## src/rtl/hfvs_pkg.sv

```systemverilog
// ---------------------------------------------------------------------------
// hfvs_pkg
// Types and constants shared by the heading-frame steering block.
// ---------------------------------------------------------------------------
package hfvs_pkg;

    localparam int TABLE_LEN = 24;
    // vector datapath: 16-bit input << 8, grows by CORDIC gain (<1.65) and
    // by the rotation (sqrt 2): 16+8+2 bits plus headroom
    localparam int VW = 28;
    // angle datapath in units of 2^-24 rad
    localparam int AW = 28;

    localparam logic signed [AW-1:0] ANG_PI      = AW'(52707179);
    localparam logic signed [AW-1:0] ANG_HALF_PI = AW'(26353589);
    localparam logic signed [31:0]   INV_GAIN_Q30 = 32'sd652032874;

    typedef enum logic [1:0] {
        REG_MAX_SPEED   = 2'd0,
        REG_STEER_GAIN  = 2'd1,
        REG_STEER_LIMIT = 2'd2
    } t_reg_idx;

    function automatic logic signed [AW-1:0] atan_tab(input int unsigned i);
        logic signed [AW-1:0] r;
        case (i)
            0:  r = AW'(13176795);
            1:  r = AW'(7778716);
            2:  r = AW'(4110060);
            3:  r = AW'(2086331);
            4:  r = AW'(1047214);
            5:  r = AW'(524117);
            6:  r = AW'(262123);
            7:  r = AW'(131069);
            default: r = (i < 24) ? (AW'(1) <<< (24 - i)) : '0;
        endcase
        return r;
    endfunction

endpackage

```

## src/rtl/hfvs_cordic_stage.sv

```systemverilog
// ---------------------------------------------------------------------------
// hfvs_cordic_stage
// One registered CORDIC micro-rotation; rotation or vectoring mode.
// ---------------------------------------------------------------------------
module hfvs_cordic_stage #(
    parameter int SHIFT = 0,
    parameter bit VECTOR = 1'b0
) (
    input  logic                              i_clk,
    input  logic                              i_en,
    input  logic signed [hfvs_pkg::VW-1:0]   i_x,
    input  logic signed [hfvs_pkg::VW-1:0]   i_y,
    input  logic signed [hfvs_pkg::AW-1:0]   i_z,
    output logic signed [hfvs_pkg::VW-1:0]   o_x,
    output logic signed [hfvs_pkg::VW-1:0]   o_y,
    output logic signed [hfvs_pkg::AW-1:0]   o_z
);
    localparam logic signed [hfvs_pkg::AW-1:0] ATAN = hfvs_pkg::atan_tab(SHIFT);
    logic                               w_pos;
    logic signed [hfvs_pkg::VW-1:0]    n_x, n_y;
    logic signed [hfvs_pkg::AW-1:0]    n_z;
    logic signed [hfvs_pkg::VW-1:0]    r_x, r_y;
    logic signed [hfvs_pkg::AW-1:0]    r_z;

    // rotation: z >= 0 turns ccw; vectoring: y < 0 turns ccw
    assign w_pos = VECTOR ? i_y[hfvs_pkg::VW-1] : !i_z[hfvs_pkg::AW-1];

    always_comb begin
        if (w_pos) begin
            n_x = i_x - (i_y >>> SHIFT);
            n_y = i_y + (i_x >>> SHIFT);
            n_z = VECTOR ? i_z - ATAN : i_z - ATAN;
        end else begin
            n_x = i_x + (i_y >>> SHIFT);
            n_y = i_y - (i_x >>> SHIFT);
            n_z = i_z + ATAN;
        end
    end

    always_ff @(posedge i_clk) begin
        if (i_en) begin
            r_x <= n_x;
            r_y <= n_y;
            r_z <= n_z;
        end
    end

    assign o_x = r_x;
    assign o_y = r_y;
    assign o_z = r_z;
endmodule

```

## config.mk

```make
export PLATFORM = sky130hd
export DESIGN_NAME = hfvs_cordic_stage
export DESIGN_NICKNAME = d
export VERILOG_FILES = /design/src/rtl/hfvs_pkg.sv /design/src/rtl/hfvs_cordic_stage.sv
export SDC_FILE = /design/constraint.sdc
export NUM_CORES = 1
export LEC_CHECK = 0
export BUFFER_PORTS_ARGS = -buffer_cell sky130_fd_sc_hd__buf_2
export CAP_MARGIN = 20
export CORE_MARGIN = 4
export CORE_UTILIZATION = 31
export CTS_CLUSTER_SIZE = 30
export DETAILED_ROUTE_END_ITERATION = 10
export PLACE_DENSITY = 0.51
export SYNTH_ARGS = -nofsm -noshare
export SYNTH_HDL_FRONTEND = slang
export SYNTH_SLANG_ARGS = --single-unit
```

## constraint.sdc

```tcl
create_clock -name i_clk -period 3.9 [get_ports i_clk]
set_clock_uncertainty 0.2 [all_clocks]
set_input_delay 0.78 -clock i_clk [delete_from_list [all_inputs] [get_ports i_clk]]
set_output_delay 0.78 -clock i_clk [all_outputs]
set_load 0.01 [all_outputs]
```

==> results of run 1 <==
[kinds of logic (layout without fill, tap and decap cells)]
logic type / count (synthesis) / in the layout
fa+ha+maj: 119 / 119
buf+inv: 131 / 336
xor+xnor: 76 / 76
simple gates: 228 / 228
compound gates: 323 / 323
flops: 83 / 83
mux: 10 / 10
[layer usage]
layer / vias to the layer above / GRT usage [%] / part of all wire (%)
li1: 3910 / - / -
met1: 3565 / 25.7 / 50
met2: 242 / 26.3 / 44
met3: 23 / 2.07 / 5.1
met4: 0 / 3.93 / 1.5
met5: - / 0 / 0
[area by class of cell]
class	count	area, um^2	area share [%]
well taps	372	465	4.45
clock inverters	6	73.8	0.706
inverters	90	338	3.23
repair buffers	230	1310	12.5
flip-flops and latches	83	2490	23.8
multi-input cells	756	5560	53.1
clock buffers	10	229	2.19
[where the power goes]
group / switching, W / internal (W) / total, W / leakage (nW)
logic: 0.000859 / 0.000584 / 0.00144 / 3.77
registers: 0.0000424 / 0.00119 / 0.00123 / 0.812
clock network: 0.000364 / 0.000503 / 0.000868 / 0.141
[worst max-delay path, cell delays in order]
cell     delay [ns]
buf_2          0.10
inv_1          0.04
ha_1           0.39
and2_1         0.22
a221o_1        0.34
o21ai_0        0.33
o21ai_0        0.23
a31oi_1        0.36
o221a_2        0.26
o21ai_0        0.10
a21oi_1        0.24
xnor2_1        0.11
[cells in the mapped netlist, drive strengths merged (3+ instances only)]
library cell  instances
clkbuf               17
o21bai               22
xor2                 17
nor3                 18
nand2                42
clkinv                3
nor4                  3
xnor2                59
fa                    4
a21oi               118
a21o                 29
a211o                 4
a2111oi               4
nor2b                16
nand2b                8
ha                  115
nor2                 81
o211ai                8
o2111ai               3
a221o                 3
edfxtp               83
a21boi                3
nand3                18
o21a                  5
or3                   3
a221oi                3
o21ai                60
a31oi                 8
buf                  24
mux2i                 9
o31ai                 8
o311ai                3
a211oi               13
nand4                15
and2                  3
and3                 12
or2                   4
inv                  87
o41ai                 3
[final timing paths]
path	startpoint	to	slack (ns)	cells after the start
worst min-delay path	i_z[0]	o_z[0]	0.56	2
worst max-delay path	i_x[3]	o_y[24]	0.28	12
[stage by stage]
step           cells  total power [W]
6_report        1547          0.00354
4_1_cts         1547          0.00357
3_5_place_dp    1531          0.00269
2_1_floorplan    970          0.00212
3_3_place_gp    1531          0.00269
5_1_grt         1547          0.00376
[registers in the layout, indices dropped and copies added, names as in the netlist]
register	count
o_z	28
o_y	27
o_x	28
==> impl_metrics.csv, run 1 <==
group,metric,value,unit
finish,final_area,10500,um^2
global_route,antenna_found_initial,0,
global_route,grt_start_max_net_pins,50,
setup_path,end_kind,"flip-flop",
synth,muxShareOfSynthArea,1.18,%
global_route,globalRouteOverflowTotal,0,
finish,antenna-diode-count,0,
drt,wl,26400,um
timing,min_period,3.62,ns
synth,synth_xor_area_share,7.76,%
timing,max_freq,276,MHz
place,dp_hpwl,22000,um
timing,slew_violations,0,
drt,dr.pass1.iters,5,
global_route,grt_pass1_vias,7612,
drt,vias_per_cell,5.00,
setup_path,path_max_fanout,7,
synth,yosysTopAreaCell,"edfxtp_1",
place,io_buffers,169,
synth,netlist_area,8570,um^2
drt,vias,7740,
floorplan,core,27100,um^2
floorplan,initial_core_util,31.6,%
finish,layout_common_cells,"168 x buf_2, 115 x a21oi_1, 115 x ha_1",
synth,synth_nets,1175,
synth,synth_warnings,0,
setup_path,worstPathRequired,3.78,ns
setup_path,crit_type,"in2reg",
place,dp_slack,-0.0110,ns
timing,whs,0.563,ns
timing,final.setup.worst_slack,0.279,ns
floorplan,fp-row-count,60,
synth,yosys.area.top_type_share,29.1,%
synth,synth_cell_types,79,
synth,yosys.area_share.adder,17.7,%
min_path,hold_path_class,"in2reg",
synth,postSynthAreaPerCell,8.84,um^2
synth,synth-seq-cells,83,
synth,synth_top_family_by_area,"compound AO/OA/AOI/OAI gates",
synth,synth-compound-area-share,25.3,%
floorplan,io_pins,170,
clock_network,cts_tree,"yes",
global_route,grt_pass1_wl,42400,um
power_and_ir_drop,powerDensity,338,nW/um^2
clock_network,cts_inserted_buffers,9,
timing,finalHoldViolCount,0,
clock_network,postCtsSetupBuffers,0,
timing,worst_pin_slew,0.559,ns
place,gp_congestion,0.934,
finish,mostFrequentLayoutCell,"buf_2",
clock_network,clk_path_buf_depth,2,
synth,netlist_instances,970,
synth,synth_top_flop_cell,"edfxtp_1",
finish,final_util,38.6,%
clock_network,clkSinkCount,83,
floorplan,die_w,174,um
drt,drt_iter0_markers,798,
clock_network,htree_num_levels,3,
synth,synth_simple_gate_area_share,12.8,%
clock_network,cts_hold_buf,0,
finish,layout-drive-gt1-share,23.1,%
timing,finalSetupViolations,0,
clock_network,cts_root_buf,"clkbuf_16",
floorplan,die_y,174,um
status,status,"complete, no violations",
flow_run,cap_viol_max_count,0,
setup_path,critPathLaunchType,"primary input",
timing,final.setup.tns,0,ns
timing,fin_crit_sh,92.9,%
drt,antenna_left,0,
setup_path,cp.arrival,3.50,ns
drt,post-route-drc-count,0,
power_and_ir_drop,vdd_drop_max,0.185,mV
power_and_ir_drop,p_leak,4.72,nW
clock_network,path_clk_slew,0.07,ns
timing,rsz0062_at_grt,"false",
drt,wl_per_cell,17.1,um
place,dpl_cell_area,10200,um^2
finish,layout.nets,1375,
synth,async_flop_share,0,%
floorplan,die-area,30400,um^2
finish,synthToLayoutAreaGrowth,22.0,%
global_route,grt.total_usage,17.1,%
synth,synthTopCellsByArea,"edfxtp_1 29%, ha_1 17%, a21oi_1 6.7%",
timing,slew_headroom,62.3,%
clock_network,cts_resized,0,
synth,ys_seq_area_share,29.1,%
finish,fill_cells,2811,
synth,synth_edf_count,83,
Note: power is estimated with default switching activity, not from simulation.
==> run 2: changes to the inputs <==
--- a/config.mk
+++ b/config.mk
@@ -7,7 +7,7 @@
 export LEC_CHECK = 0
 export BUFFER_PORTS_ARGS = -buffer_cell sky130_fd_sc_hd__buf_2
 export CAP_MARGIN = 20
-export CORE_MARGIN = 4
+export CORE_MARGIN = 2
 export CORE_UTILIZATION = 31
 export CTS_CLUSTER_SIZE = 30
 export DETAILED_ROUTE_END_ITERATION = 10
==> impl_metrics.csv, run 2 (same netlist as run 1, synthesis figures left out) <==
group,metric,value,unit
status,status,"complete, no violations",
power_and_ir_drop,p_seq_share,35.7,%
setup_path,worstPathRequired,3.79,ns
global_route,grt_pass1_wl,40100,um
finish,layout-drive-gt1-share,22.2,%
timing,final.setup.tns,0,ns
drt,wl_per_cell,17.1,um
timing,finalSetupViolations,0,
finish,mostFrequentLayoutCell,"buf_2",
timing,final.setup.worst_slack,0.333,ns
global_route,antenna_found_initial,0,
drt,wl,25700,um
timing,rsz0062_at_grt,"false",
clock_network,cts_root_buf,"clkbuf_16",
floorplan,fp-row-count,60,
global_route,grt_pass1_vias,7445,
clock_network,clkSinkCount,83,
finish,layout.nets,1360,
floorplan,die-area,29000,um^2
timing,fin_crit_sh,91.5,%
timing,slew_violations,0,
floorplan,die_w,170,um
clock_network,postCtsSetupBuffers,0,
drt,drt_iter0_markers,653,
drt,vias,7686,
setup_path,path_max_fanout,12,
floorplan,die_y,170,um
power_and_ir_drop,p_leak,4.64,nW
drt,antenna_left,0,
floorplan,initial_core_util,31.7,%
setup_path,crit_type,"in2reg",
timing,max_freq,280,MHz
clock_network,clk_path_buf_depth,2,
place,gp_congestion,0.903,
clock_network,cts_hold_buf,0,
power_and_ir_drop,vdd_drop_max,0.190,mV
drt,vias_per_cell,5.12,
drt,dr.pass1.iters,5,
timing,worst_pin_slew,0.563,ns
finish,layout_common_cells,"168 x buf_2, 115 x a21oi_1, 115 x ha_1",
setup_path,critPathLaunchType,"primary input",
drt,post-route-drc-count,0,
place,dp_hpwl,21300,um
clock_network,cts_tree,"yes",
finish,fill_cells,2818,
clock_network,cts_resized,0,
finish,antenna-diode-count,0,
timing,min_period,3.57,ns
power_and_ir_drop,p_comb_share,41.0,%
floorplan,io_pins,170,
clock_network,cts_inserted_buffers,9,
setup_path,cp.arrival,3.46,ns
finish,final_util,38.0,%
finish,synthToLayoutAreaGrowth,19.9,%
power_and_ir_drop,p_sw,0.00125,W
place,io_buffers,169,
floorplan,core,27000,um^2
place,dp_slack,0.0124,ns
clock_network,path_clk_slew,0.07,ns
setup_path,end_kind,"flip-flop",
power_and_ir_drop,swShare,36.4,%
min_path,hold_path_class,"in2reg",
power_and_ir_drop,powerDensity,334,nW/um^2
global_route,globalRouteOverflowTotal,0,
flow_run,cap_viol_max_count,0,
power_and_ir_drop,clkPwrFrac,23.3,%
power_and_ir_drop,p_int,0.00219,W
global_route,grt_start_max_net_pins,53,
timing,finalHoldViolCount,0,
timing,slew_headroom,62.0,%
global_route,grt.total_usage,17.5,%
clock_network,htree_num_levels,3,
run 2: changes by cell type in the layout (fill, tap and decap cells not counted), sizes merged:
| cell | delta |
|---|---|
| buf | -15 |
| bufinv | -1 |
| clkbuf | -1 |
| clkinv | -1 |
| clkinvlp | +1 |
| inv | +1 |
run 2: worst paths after layout:
| check | start | to | slack [ns] | depth (start not counted) |
|---|---|---|---|---|
| setup / recovery | i_x[4] | o_y[24] | 0.33 | 12 |
| hold / removal | i_z[0] | o_z[0] | 0.55 | 2 |
run 2: cell type report:
type                       instances  area (um^2)  share of cell area (%)
timing repair buffer             215         1190                    11.6
sequential                        83         2490                    24.2
clock buffer                       9          225                    2.19
multi-input combinational        756         5560                    54.0
tap                              341          427                    4.15
clock inverter                     6         48.8                   0.475
inverter                          90          338                    3.29
run 2: metrics by stage:
stage	total power, W	hold slack [ns]	area [um^2]	cells
floorplan	0.00212	0.692	8570	970
global placement	0.00265	0.895	10000	1485
detailed placement	0.00265	0.899	10000	1485
CTS	0.00347	0.542	10300	1500
global route	0.00365	0.568	10300	1500
finish	0.00344	0.553	10300	1500
run 2: critical path: stages:
cell and delay (ns):
buf_2 0.10, inv_1 0.04, ha_1 0.47, and2_1 0.24, a221o_1 0.33, o21ai_0 0.28, o21ai_0 0.21, a31oi_1 0.32
o221a_2 0.26, o21ai_0 0.10, a21oi_1 0.23, xnor2_1 0.10
run 2: metal layers:
metal	global-route usage [%]	part of all wire, %
met1	26.2	50
met5	0	0
met4	5.13	1.9
met3	1.79	5.0
met2	26.5	43
run 2: power by group through the flow:
stage / Clock (W) / Combinational [W] / Sequential (W)
after floorplan: 0 / 0.000791 / 0.00133
after global placement: 0 / 0.00140 / 0.00125
after detailed placement: 0 / 0.00140 / 0.00125
after CTS: 0.000830 / 0.00141 / 0.00123
after global routing: 0.000863 / 0.00155 / 0.00124
final: 0.000802 / 0.00141 / 0.00123
